`src/sv/set_algebra_engine_defines.svh`:
```
// Assertion macros shared by the set algebra engine RTL.
`ifndef SET_ALGEBRA_ENGINE_DEFINES_SVH
`define SET_ALGEBRA_ENGINE_DEFINES_SVH

// Same-cycle implication, checked on every rising edge outside reset.
`define SAE_ASSERT_IMP(lbl, ante, cons) \
  lbl: assert property (@(posedge clk) disable iff (rst) (ante) |-> (cons)) \
    else $error("set algebra engine: implication check failed");

// Next-cycle implication, checked on every rising edge outside reset.
`define SAE_ASSERT_NEXT(lbl, ante, cons) \
  lbl: assert property (@(posedge clk) disable iff (rst) (ante) |=> (cons)) \
    else $error("set algebra engine: next-cycle check failed");

`endif

```
`src/sv/sae_pkg.sv`:
```
package sae_pkg;

  localparam int SET_CAPACITY = 32;
  localparam int STORE_DEPTH  = 32;
  localparam int IDX_W        = $clog2(STORE_DEPTH);
  localparam int CNT_W        = 6;
  localparam int ELEM_W       = 32;

  localparam int IN_DATA_W    = 40;
  localparam int OUT_DATA_W   = 40;

  // Result word bit positions above the element.
  localparam int RES_VALID_BIT = 32;
  localparam int RES_ASB_BIT   = 33;
  localparam int RES_BSA_BIT   = 34;
  localparam int RES_EQ_BIT    = 35;
  localparam int RES_OVF_BIT   = 36;
  localparam int HAS_ELEM_BIT  = 32;

  localparam logic [1:0] MODE_UNION = 2'd0;
  localparam logic [1:0] MODE_INTER = 2'd1;
  localparam logic [1:0] MODE_DIFF  = 2'd2;

  typedef enum logic [3:0] {
    ST_IDLE,
    ST_LD_RD,
    ST_LD_CMP,
    ST_LD_INS,
    ST_LD_END,
    ST_CP_START,
    ST_CP_CHECK,
    ST_OUT_RD,
    ST_OUT_LD,
    ST_IN_RD,
    ST_IN_CMP,
    ST_OUT_NEXT,
    ST_FLAGS,
    ST_EM_SCAN,
    ST_EM_OUT,
    ST_EM_EMPTY
  } state_t;

endpackage

```
`src/sv/set_algebra_engine.sv`:
```
// Channel  Direction  Handshake             Payload
// s_*      in         s_tvalid / s_tready   tdata: element, has_element; tuser: set_select;
//                                           tlast: last_of_set
// m_*      out        m_tvalid / m_tready   tdata: result word; tlast: last_result
// cfg_*    in         cfg_valid / cfg_ready cfg_data: op_mode
//
// A loaded element is checked against the stored entries by the duplicate compare, which
// reads one store entry at a time and tests it through the single comparator.
// The final item of B starts two passes over the stores, then a flag state and an emit
// sweep over up to 64 slots. The input is not ready while an item or a run is in
// progress; the output register lets the next item enter while the final result waits.
// rst is synchronous and active high; store contents are not cleared.
`include "set_algebra_engine_defines.svh"

module set_algebra_engine (
  input  logic                           clk,
  input  logic                           rst,
  input  logic                           s_tvalid,
  output logic                           s_tready,
  // [31:0] element, [32] has_element, [39:33] zero
  input  logic [sae_pkg::IN_DATA_W-1:0]  s_tdata,
  // [0] set_select
  input  logic [0:0]                     s_tuser,
  input  logic                           s_tlast,
  output logic                           m_tvalid,
  input  logic                           m_tready,
  // [31:0] result_element, [32] result_valid, [33] a_subset_of_b,
  // [34] b_subset_of_a, [35] sets_equal, [36] overflow, [39:37] zero
  output logic [sae_pkg::OUT_DATA_W-1:0] m_tdata,
  output logic                           m_tlast,
  input  logic                           cfg_valid,
  output logic                           cfg_ready,
  input  logic [1:0]                     cfg_data
);
  import sae_pkg::*;

  state_t state, state_next;

  logic [ELEM_W-1:0] store_a [STORE_DEPTH];
  logic [ELEM_W-1:0] store_b [STORE_DEPTH];
  logic [ELEM_W-1:0] rdata_a, rdata_b;
  logic [IDX_W-1:0]  addr_a, addr_b;
  logic              wr_a, wr_b;

  logic [1:0]        op_mode;
  logic [CNT_W-1:0]  count_a, count_a_next, count_b, count_b_next;
  logic              loading_b, loading_b_next;
  logic              overflow_seen, overflow_seen_next;
  logic [ELEM_W-1:0] key, key_next;
  logic              item_has, item_has_next, item_last, item_last_next;
  logic [IDX_W-1:0]  i, i_next, j, j_next, k, k_next;
  logic              pass, pass_next, list, list_next;
  logic [STORE_DEPTH-1:0] hit_a, hit_a_next, hit_b, hit_b_next;
  logic [STORE_DEPTH-1:0] sel_a, sel_a_next, sel_b, sel_b_next;
  logic              asb, asb_next, bsa, bsa_next, eq, eq_next;

  logic                  out_load, out_last_next;
  logic [OUT_DATA_W-1:0] out_data_next;

  logic [CNT_W-1:0]  cnt_cur, count_x, count_y;
  logic [ELEM_W-1:0] rdata_t, rdata_x, rdata_y, rdata_l;
  logic [STORE_DEPTH-1:0] mask_a, mask_b, above;
  logic              out_free, later, cur_sel;

  assign cfg_ready = 1'b1;
  assign s_tready  = (state == ST_IDLE);
  assign out_free  = !m_tvalid || m_tready;

  assign cnt_cur = loading_b ? count_b : count_a;
  assign count_x = pass ? count_b : count_a;
  assign count_y = pass ? count_a : count_b;
  assign rdata_t = loading_b ? rdata_b : rdata_a;
  assign rdata_x = pass ? rdata_b : rdata_a;
  assign rdata_y = pass ? rdata_a : rdata_b;
  assign rdata_l = list ? rdata_b : rdata_a;

  always_comb begin
    for (int b = 0; b < STORE_DEPTH; b++) begin
      mask_a[b] = CNT_W'(b) < count_a;
      mask_b[b] = CNT_W'(b) < count_b;
      above[b]  = IDX_W'(b) > k;
    end
  end

  assign cur_sel = list ? sel_b[k] : sel_a[k];
  // Another selected slot follows the current one in emit order.
  assign later = list ? |(sel_b & above) : (|(sel_a & above) || |sel_b);

  always_comb begin
    unique case (state)
      ST_CP_CHECK, ST_OUT_RD, ST_OUT_LD, ST_IN_RD, ST_IN_CMP, ST_OUT_NEXT: begin
        addr_a = pass ? j : i;
        addr_b = pass ? i : j;
      end
      ST_FLAGS, ST_EM_SCAN, ST_EM_OUT, ST_EM_EMPTY: begin
        addr_a = k;
        addr_b = k;
      end
      default: begin
        addr_a = j;
        addr_b = j;
      end
    endcase
  end

  always_comb begin
    state_next         = state;
    count_a_next       = count_a;
    count_b_next       = count_b;
    loading_b_next     = loading_b;
    overflow_seen_next = overflow_seen;
    key_next           = key;
    item_has_next      = item_has;
    item_last_next     = item_last;
    i_next             = i;
    j_next             = j;
    k_next             = k;
    pass_next          = pass;
    list_next          = list;
    hit_a_next         = hit_a;
    hit_b_next         = hit_b;
    sel_a_next         = sel_a;
    sel_b_next         = sel_b;
    asb_next           = asb;
    bsa_next           = bsa;
    eq_next            = eq;
    wr_a               = 1'b0;
    wr_b               = 1'b0;
    out_load           = 1'b0;
    out_last_next      = 1'b0;
    out_data_next      = '0;
    out_data_next[RES_ASB_BIT] = asb;
    out_data_next[RES_BSA_BIT] = bsa;
    out_data_next[RES_EQ_BIT]  = eq;
    out_data_next[RES_OVF_BIT] = overflow_seen;

    unique case (state)
      ST_IDLE: begin
        // Items for the other set than the one loading are dropped whole.
        if (s_tvalid && (s_tuser[0] == loading_b)) begin
          key_next       = s_tdata[ELEM_W-1:0];
          item_has_next  = s_tdata[HAS_ELEM_BIT];
          item_last_next = s_tlast;
          j_next         = '0;
          if (!s_tdata[HAS_ELEM_BIT]) begin
            state_next = ST_LD_END;
          end else if (cnt_cur == '0) begin
            state_next = ST_LD_INS;
          end else begin
            state_next = ST_LD_RD;
          end
        end
      end
      ST_LD_RD: begin
        state_next = ST_LD_CMP;
      end
      ST_LD_CMP: begin
        if (rdata_t == key) begin
          state_next = ST_LD_END;
        end else if ((CNT_W'(j) + CNT_W'(1)) < cnt_cur) begin
          j_next     = j + IDX_W'(1);
          state_next = ST_LD_RD;
        end else begin
          state_next = ST_LD_INS;
        end
      end
      ST_LD_INS: begin
        if (cnt_cur >= CNT_W'(SET_CAPACITY)) begin
          overflow_seen_next = 1'b1;
        end else if (loading_b) begin
          wr_b         = 1'b1;
          count_b_next = count_b + CNT_W'(1);
        end else begin
          wr_a         = 1'b1;
          count_a_next = count_a + CNT_W'(1);
        end
        state_next = ST_LD_END;
      end
      ST_LD_END: begin
        if (!item_last) begin
          state_next = ST_IDLE;
        end else if (!loading_b) begin
          loading_b_next = 1'b1;
          state_next     = ST_IDLE;
        end else begin
          state_next = ST_CP_START;
        end
      end
      ST_CP_START: begin
        hit_a_next = '0;
        hit_b_next = '0;
        pass_next  = 1'b0;
        i_next     = '0;
        state_next = ST_CP_CHECK;
      end
      ST_CP_CHECK: begin
        if (count_x != '0) begin
          state_next = ST_OUT_RD;
        end else if (!pass) begin
          pass_next = 1'b1;
        end else begin
          state_next = ST_FLAGS;
        end
      end
      ST_OUT_RD: begin
        state_next = ST_OUT_LD;
      end
      ST_OUT_LD: begin
        key_next   = rdata_x;
        j_next     = '0;
        state_next = (count_y == '0) ? ST_OUT_NEXT : ST_IN_RD;
      end
      ST_IN_RD: begin
        state_next = ST_IN_CMP;
      end
      ST_IN_CMP: begin
        if (rdata_y == key) begin
          if (pass) begin
            hit_b_next[i] = 1'b1;
          end else begin
            hit_a_next[i] = 1'b1;
          end
          state_next = ST_OUT_NEXT;
        end else if ((CNT_W'(j) + CNT_W'(1)) < count_y) begin
          j_next     = j + IDX_W'(1);
          state_next = ST_IN_RD;
        end else begin
          state_next = ST_OUT_NEXT;
        end
      end
      ST_OUT_NEXT: begin
        if ((CNT_W'(i) + CNT_W'(1)) < count_x) begin
          i_next     = i + IDX_W'(1);
          state_next = ST_OUT_RD;
        end else if (!pass) begin
          pass_next  = 1'b1;
          i_next     = '0;
          state_next = ST_CP_CHECK;
        end else begin
          state_next = ST_FLAGS;
        end
      end
      ST_FLAGS: begin
        asb_next = (count_a <= count_b) && (&(hit_a | ~mask_a));
        bsa_next = (count_b <= count_a) && (&(hit_b | ~mask_b));
        eq_next  = (count_a == count_b) && (count_a <= count_b) && (&(hit_a | ~mask_a));
        unique case (op_mode)
          MODE_UNION: begin
            sel_a_next = mask_a;
            sel_b_next = mask_b & ~hit_b;
          end
          MODE_INTER: begin
            sel_a_next = mask_a & hit_a;
            sel_b_next = '0;
          end
          MODE_DIFF: begin
            sel_a_next = mask_a & ~hit_a;
            sel_b_next = '0;
          end
          default: begin
            sel_a_next = '0;
            sel_b_next = '0;
          end
        endcase
        list_next  = 1'b0;
        k_next     = '0;
        state_next = ((sel_a_next | sel_b_next) == '0) ? ST_EM_EMPTY : ST_EM_SCAN;
      end
      ST_EM_SCAN: begin
        if (cur_sel) begin
          state_next = ST_EM_OUT;
        end else if (k == IDX_W'(STORE_DEPTH - 1)) begin
          k_next    = '0;
          list_next = 1'b1;
          if (list) begin
            state_next = ST_IDLE;
          end
        end else begin
          k_next = k + IDX_W'(1);
        end
      end
      ST_EM_OUT: begin
        if (out_free) begin
          out_load                     = 1'b1;
          out_data_next[ELEM_W-1:0]    = rdata_l;
          out_data_next[RES_VALID_BIT] = 1'b1;
          out_last_next                = !later;
          if (later) begin
            state_next = ST_EM_SCAN;
            if (k == IDX_W'(STORE_DEPTH - 1)) begin
              k_next    = '0;
              list_next = 1'b1;
            end else begin
              k_next = k + IDX_W'(1);
            end
          end else begin
            count_a_next       = '0;
            count_b_next       = '0;
            loading_b_next     = 1'b0;
            overflow_seen_next = 1'b0;
            state_next         = ST_IDLE;
          end
        end
      end
      ST_EM_EMPTY: begin
        if (out_free) begin
          out_load           = 1'b1;
          out_last_next      = 1'b1;
          count_a_next       = '0;
          count_b_next       = '0;
          loading_b_next     = 1'b0;
          overflow_seen_next = 1'b0;
          state_next         = ST_IDLE;
        end
      end
      default: begin
        state_next = ST_IDLE;
      end
    endcase
  end

  always_ff @(posedge clk) begin
    if (rst) begin
      state         <= ST_IDLE;
      count_a       <= '0;
      count_b       <= '0;
      loading_b     <= 1'b0;
      overflow_seen <= 1'b0;
      op_mode       <= MODE_UNION;
      m_tvalid      <= 1'b0;
    end else begin
      state         <= state_next;
      count_a       <= count_a_next;
      count_b       <= count_b_next;
      loading_b     <= loading_b_next;
      overflow_seen <= overflow_seen_next;
      if (cfg_valid && cfg_ready) begin
        op_mode <= cfg_data;
      end
      if (out_load) begin
        m_tvalid <= 1'b1;
      end else if (m_tready) begin
        m_tvalid <= 1'b0;
      end
    end
  end

  always_ff @(posedge clk) begin
    key       <= key_next;
    item_has  <= item_has_next;
    item_last <= item_last_next;
    i         <= i_next;
    j         <= j_next;
    k         <= k_next;
    pass      <= pass_next;
    list      <= list_next;
    hit_a     <= hit_a_next;
    hit_b     <= hit_b_next;
    sel_a     <= sel_a_next;
    sel_b     <= sel_b_next;
    asb       <= asb_next;
    bsa       <= bsa_next;
    eq        <= eq_next;
    if (out_load) begin
      m_tdata <= out_data_next;
      m_tlast <= out_last_next;
    end
  end

  // Set stores: one write port and one registered read port each.
  always_ff @(posedge clk) begin
    if (wr_a) begin
      store_a[count_a[IDX_W-1:0]] <= key;
    end
    rdata_a <= store_a[addr_a];
  end

  always_ff @(posedge clk) begin
    if (wr_b) begin
      store_b[count_b[IDX_W-1:0]] <= key;
    end
    rdata_b <= store_b[addr_b];
  end

  // The has flag only steers the load sequence; it is held for the whole item.
  `SAE_ASSERT_IMP(a_has_load, (state == ST_LD_INS), item_has)
  `SAE_ASSERT_IMP(a_count_cap, 1'b1,
                  (count_a <= CNT_W'(SET_CAPACITY)) && (count_b <= CNT_W'(SET_CAPACITY)))
  `SAE_ASSERT_IMP(a_empty_last, (m_tvalid && !m_tdata[RES_VALID_BIT]), m_tlast)
  `SAE_ASSERT_NEXT(a_run_clear, (out_load && out_last_next),
                   (count_a == '0) && (count_b == '0) && !loading_b && !overflow_seen)
  `SAE_ASSERT_IMP(a_ovf_full, $rose(overflow_seen),
                  (count_a == CNT_W'(SET_CAPACITY)) || (count_b == CNT_W'(SET_CAPACITY)))

endmodule

```
`config.mk`:
```
export PLATFORM = sky130hd
export DESIGN_NAME = set_algebra_engine
export DESIGN_NICKNAME = d
export VERILOG_FILES = /design/src/sv/sae_pkg.sv /design/src/sv/set_algebra_engine.sv
export VERILOG_INCLUDE_DIRS = /design/src /design/src/sv
export SDC_FILE = /design/constraint.sdc
export NUM_CORES = 2
export LEC_CHECK = 0
export BUFFER_PORTS_ARGS = -buffer_cell sky130_fd_sc_hd__buf_2
export CAP_MARGIN = 20
export CORE_UTILIZATION = 47
export CTS_CLUSTER_DIAMETER = 60
export DETAILED_ROUTE_END_ITERATION = 6
export SLEW_MARGIN = 20
export SYNTH_ARGS = -nofsm -noshare
export SYNTH_HDL_FRONTEND = slang
export SYNTH_SLANG_ARGS = --single-unit
```
`constraint.sdc`:
```
create_clock -name clk -period 11.94 [get_ports clk]
set_clock_uncertainty 0.1 [all_clocks]
set_input_delay 3.582 -clock clk [delete_from_list [all_inputs] [get_ports clk]]
set_output_delay 3.582 -clock clk [all_outputs]
set_load 0.02 [all_outputs]
```
==> out/qor.yml <==
worst_setup_path:
  cp-end-kind: "output pin"
  crit_chain: "nor4_1, buf_2"
  reg2reg_depth: 11
  cp-startpoint: "state[3]$_SDFFE_PP0P_"
  r2r-start: "state[3]$_SDFFE_PP0P_"
  crit_type: "flip-flop to output pin"
  crit_buf_inv: 1
  critPathSlowestCell: "nor4_1"
  cp_data_arrival_time_ns: 2.61
  critPathMaxStageDelay_ns: 0.87
  crit_cells: 2
  r2r-end: "rdata_a[2]$_DFF_P_"
  rrSetupSlack_ns: 5.95
  path_max_fanout: 25
  crit_required_ns: 8.26
  critPathCapture: "s_tready"
  startpoint_type: "flip-flop"
  crit_family: "simple AND/OR/NAND/NOR gates"
drt:
  drt_first_iter_violations: 5349
  drtAntennaViolNets: 0
  route.detailed.drc: 1
  via_count: 49565
  firstDrtPassIters: 7
  wirelength_um: 240800
  wl_per_cell_um: 29.26
  detail_route.vias_per_cell: 6.022
yosys:
  synth-compound-area-share: 0.03746
  synth_top_area_share: 0.7104
  synth_edf_count: 2267
  synth.avg_cell_area_um2: 18.52
  ys_ff_latch: 2352
  yosysUniqueCellTypes: 76
  yosys.cell_count.top_type: "edfxtp_1"
  syn-instance-count: 5174
  seq_area_frac_synth: 0.7281
  ys_warn_count: 0
  yosysTopAreaCell: "edfxtp_1"
  syn_area_mm2: 0.09583
  synth_area_leaders: "edfxtp_1, mux4_2, mux2i_1, dfxtp_1, nor2_1"
  yosys.area_share.adder: 0.005719
  muxShareOfSynthArea: 0.1684
  synth-simple-area-share: 0.03639
  synth_xor_area_frac: 0.009779
  synthTopCellsByCount: "edfxtp_1, mux4_2, nor2_1, mux2i_1, a21oi_1"
  synthFlopType: "edfxtp_1"
  synth_top_family_by_area: "multiplexers"
  synth-async-reset-ratio: 0
place:
  dpl.hpwl_um: 137400
  io_buffers: 81
  numPlacedInstances: 7790
  finalWeightedCongestion: 0.9272
clock_tree:
  cts_sinks: 2352
  clock_latency_ns: 0.91
  clockBufferDepth: 3
  cts_root_buffer: "clkbuf_16"
  path_clk_slew_ns: 0.06
  ctsResizeCount: 0
  cts_tree: "built"
  cts_hold_buf: 0
  numCtsBuffers: 235
  postCtsSetupRepairBufs: 0
  htree_levels: 4
power:
  cellPowerDensity_mw_per_mm2: 216.1
  p_sw_w: 0.007084
  p_leak_nw: 33.71
  p_seq_frac: 0.418
  p_clk_frac: 0.303
  vdd_drop_max_mv: 0.1941
  switching_share: 0.3041
  p_int_w: 0.01621
  pwr-share-comb: 0.279
sta:
  tightestPinTransition_ns: 1.084
  layout_worst_path_cycle_share: 0.5274
  tns_ns: 0
  slew_violations: 0
  fin_crit_ns: 6.297
  hold_viol: 0
  rsz0062_at_grt: "false"
  slew-limit-headroom: 0.2744
  setup_viol: 0
  timing.fmax_mhz: 158.8
floorplan:
  die-area_mm2: 0.2057
  core_area_mm2: 0.2023
  num_io_pins: 93
  start_util: 0.4737
  row_count: 165
  dieHeight_um: 453.5
  die_w_um: 453.5
grt:
  antenna_found_initial: 9
  grt_max_degree: 129
  grt_pass1_wl_um: 347200
  first_global_vias: 49625
  grt_usage: 0.2332
  grt_overflow: 0
worst_hold_path:
  holdCritPathClass: "flip-flop to flip-flop"
  min-delay-start: "bsa$_DFFE_PP_"
run_status:
  violations: "DRC"
  status: "complete, but fails checks"
layout:
  nNetsFinal: 5450
  syn_to_final_growth_pct: 12.48
  instances_no_fill: 8230
  n_fill_cell: 15947
  final_layout_size_suffix_gt1_frac: 0.2399
run:
  cap_viol_max_count: 0
power groups by stage:
stage,combinational (W),sequential [W],clock (W)
finish,0.00650,0.00973,0.00707
global placement,0.00653,0.00990,0
CTS,0.00657,0.00973,0.00720
floorplan,0.00457,0.00991,0
detailed placement,0.00655,0.00990,0
global route,0.00700,0.00975,0.00749
final cells by class:
class / count / area (um^2) / area share
inverters: 47 / 176.4 / 0.001637
well taps: 2672 / 3343 / 0.03102
multi-input cells: 2481 / 25330 / 0.2350
repair buffers: 241 / 1729 / 0.01604
clock buffers: 285 / 6130 / 0.05687
flip-flops and latches: 2352 / 69780 / 0.6473
clock inverters: 151 / 1300 / 0.01206
diodes: 1 / 2.502 / 0.00002322
kinds of logic (layout without fill, tap and decap cells):
| family | after synthesis | in the layout |
|---|---|---|
| DFF | 2352 | 2352 |
| muxes | 938 | 938 |
| and+or+nand+nor | 792 | 792 |
| adders and majority gates | 44 | 44 |
| AOI/OAI and AO/OA | 596 | 596 |
| xor gates and xnor gates | 107 | 107 |
| buffers and inverters | 343 | 724 |
| other | 2 | 5 |
layout by cell type (no fill, tap or decap), drive strengths merged, types with 9 or more instances in the layout:
| master | count |
|---|---|
| a31oi | 10 |
| nand2 | 141 |
| mux4 | 526 |
| mux2i | 280 |
| nand2b | 15 |
| clkinvlp | 9 |
| xor2 | 34 |
| nor2b | 17 |
| mux2 | 132 |
| nor3 | 62 |
| buf | 241 |
| nand3 | 38 |
| clkinv | 126 |
| o21ai | 125 |
| and2 | 11 |
| and3 | 11 |
| nor2 | 414 |
| inv | 53 |
| a21oi | 254 |
| o211ai | 73 |
| or4 | 9 |
| clkbuf | 285 |
| edfxtp | 2267 |
| nor4 | 31 |
| bufinv | 10 |
| xnor2 | 73 |
| dfxtp | 85 |
| o22ai | 28 |
| ha | 43 |
| a211oi | 25 |
| nand4 | 15 |
worst register-to-register path, delay by kind of cell, from the launching register on:
| family | cells | cell delay, ns |
|---|---|---|
| flops | 1 | 0.85 |
| simple gates | 2 | 0.66 |
| buf+inv | 3 | 1.80 |
| compound gates | 4 | 1.36 |
| mux | 2 | 1.04 |
worst min-delay path by stage:
stage,slack [ns],cells after the start,to
after floorplan,0.30,0,m_tdata[33]$_DFFE_PP_
after CTS,0.33,0,m_tdata[34]$_DFFE_PP_
final,0.33,0,m_tdata[34]$_DFFE_PP_
after detailed placement,0.32,0,m_tdata[34]$_DFFE_PP_
after global placement,0.31,0,m_tdata[34]$_DFFE_PP_
after global routing,0.34,0,m_tdata[34]$_DFFE_PP_
layer usage:
| metal | global-route usage | share of wire |
|---|---|---|
| met4 | 0.07744 | 0.032 |
| met2 | 0.3698 | 0.48 |
| met3 | 0.03658 | 0.062 |
| met5 | 0 | 0 |
| met1 | 0.3315 | 0.43 |
per-stage QoR:
step                  util  power, W  instance area (um^2)  hold slack [ns]  setup WS [ns]
finish              0.5328   0.02330                107800           0.3286          5.643
global route        0.5328   0.02424                107800           0.3359          5.455
CTS                 0.5325   0.02350                107700           0.3306          5.594
detailed placement  0.4958   0.01645                100300           0.3164          5.940
global placement    0.4958   0.01643                100300           0.3107          5.979
floorplan                -   0.01447                 95840           0.3003          5.586
flip-flops by register name (all words and copies together), names as in the netlist, 2 cells and up:
name	count
count_a	6
count_b	6
hit_a	32
hit_b	32
i	5
j	5
k	5
key	32
m_tdata	37
op_mode	2
rdata_a	32
rdata_b	32
sel_a	32
sel_b	32
state	4
store_a	1024
store_b	1024
Note: power is estimated with default switching activity, not from simulation.
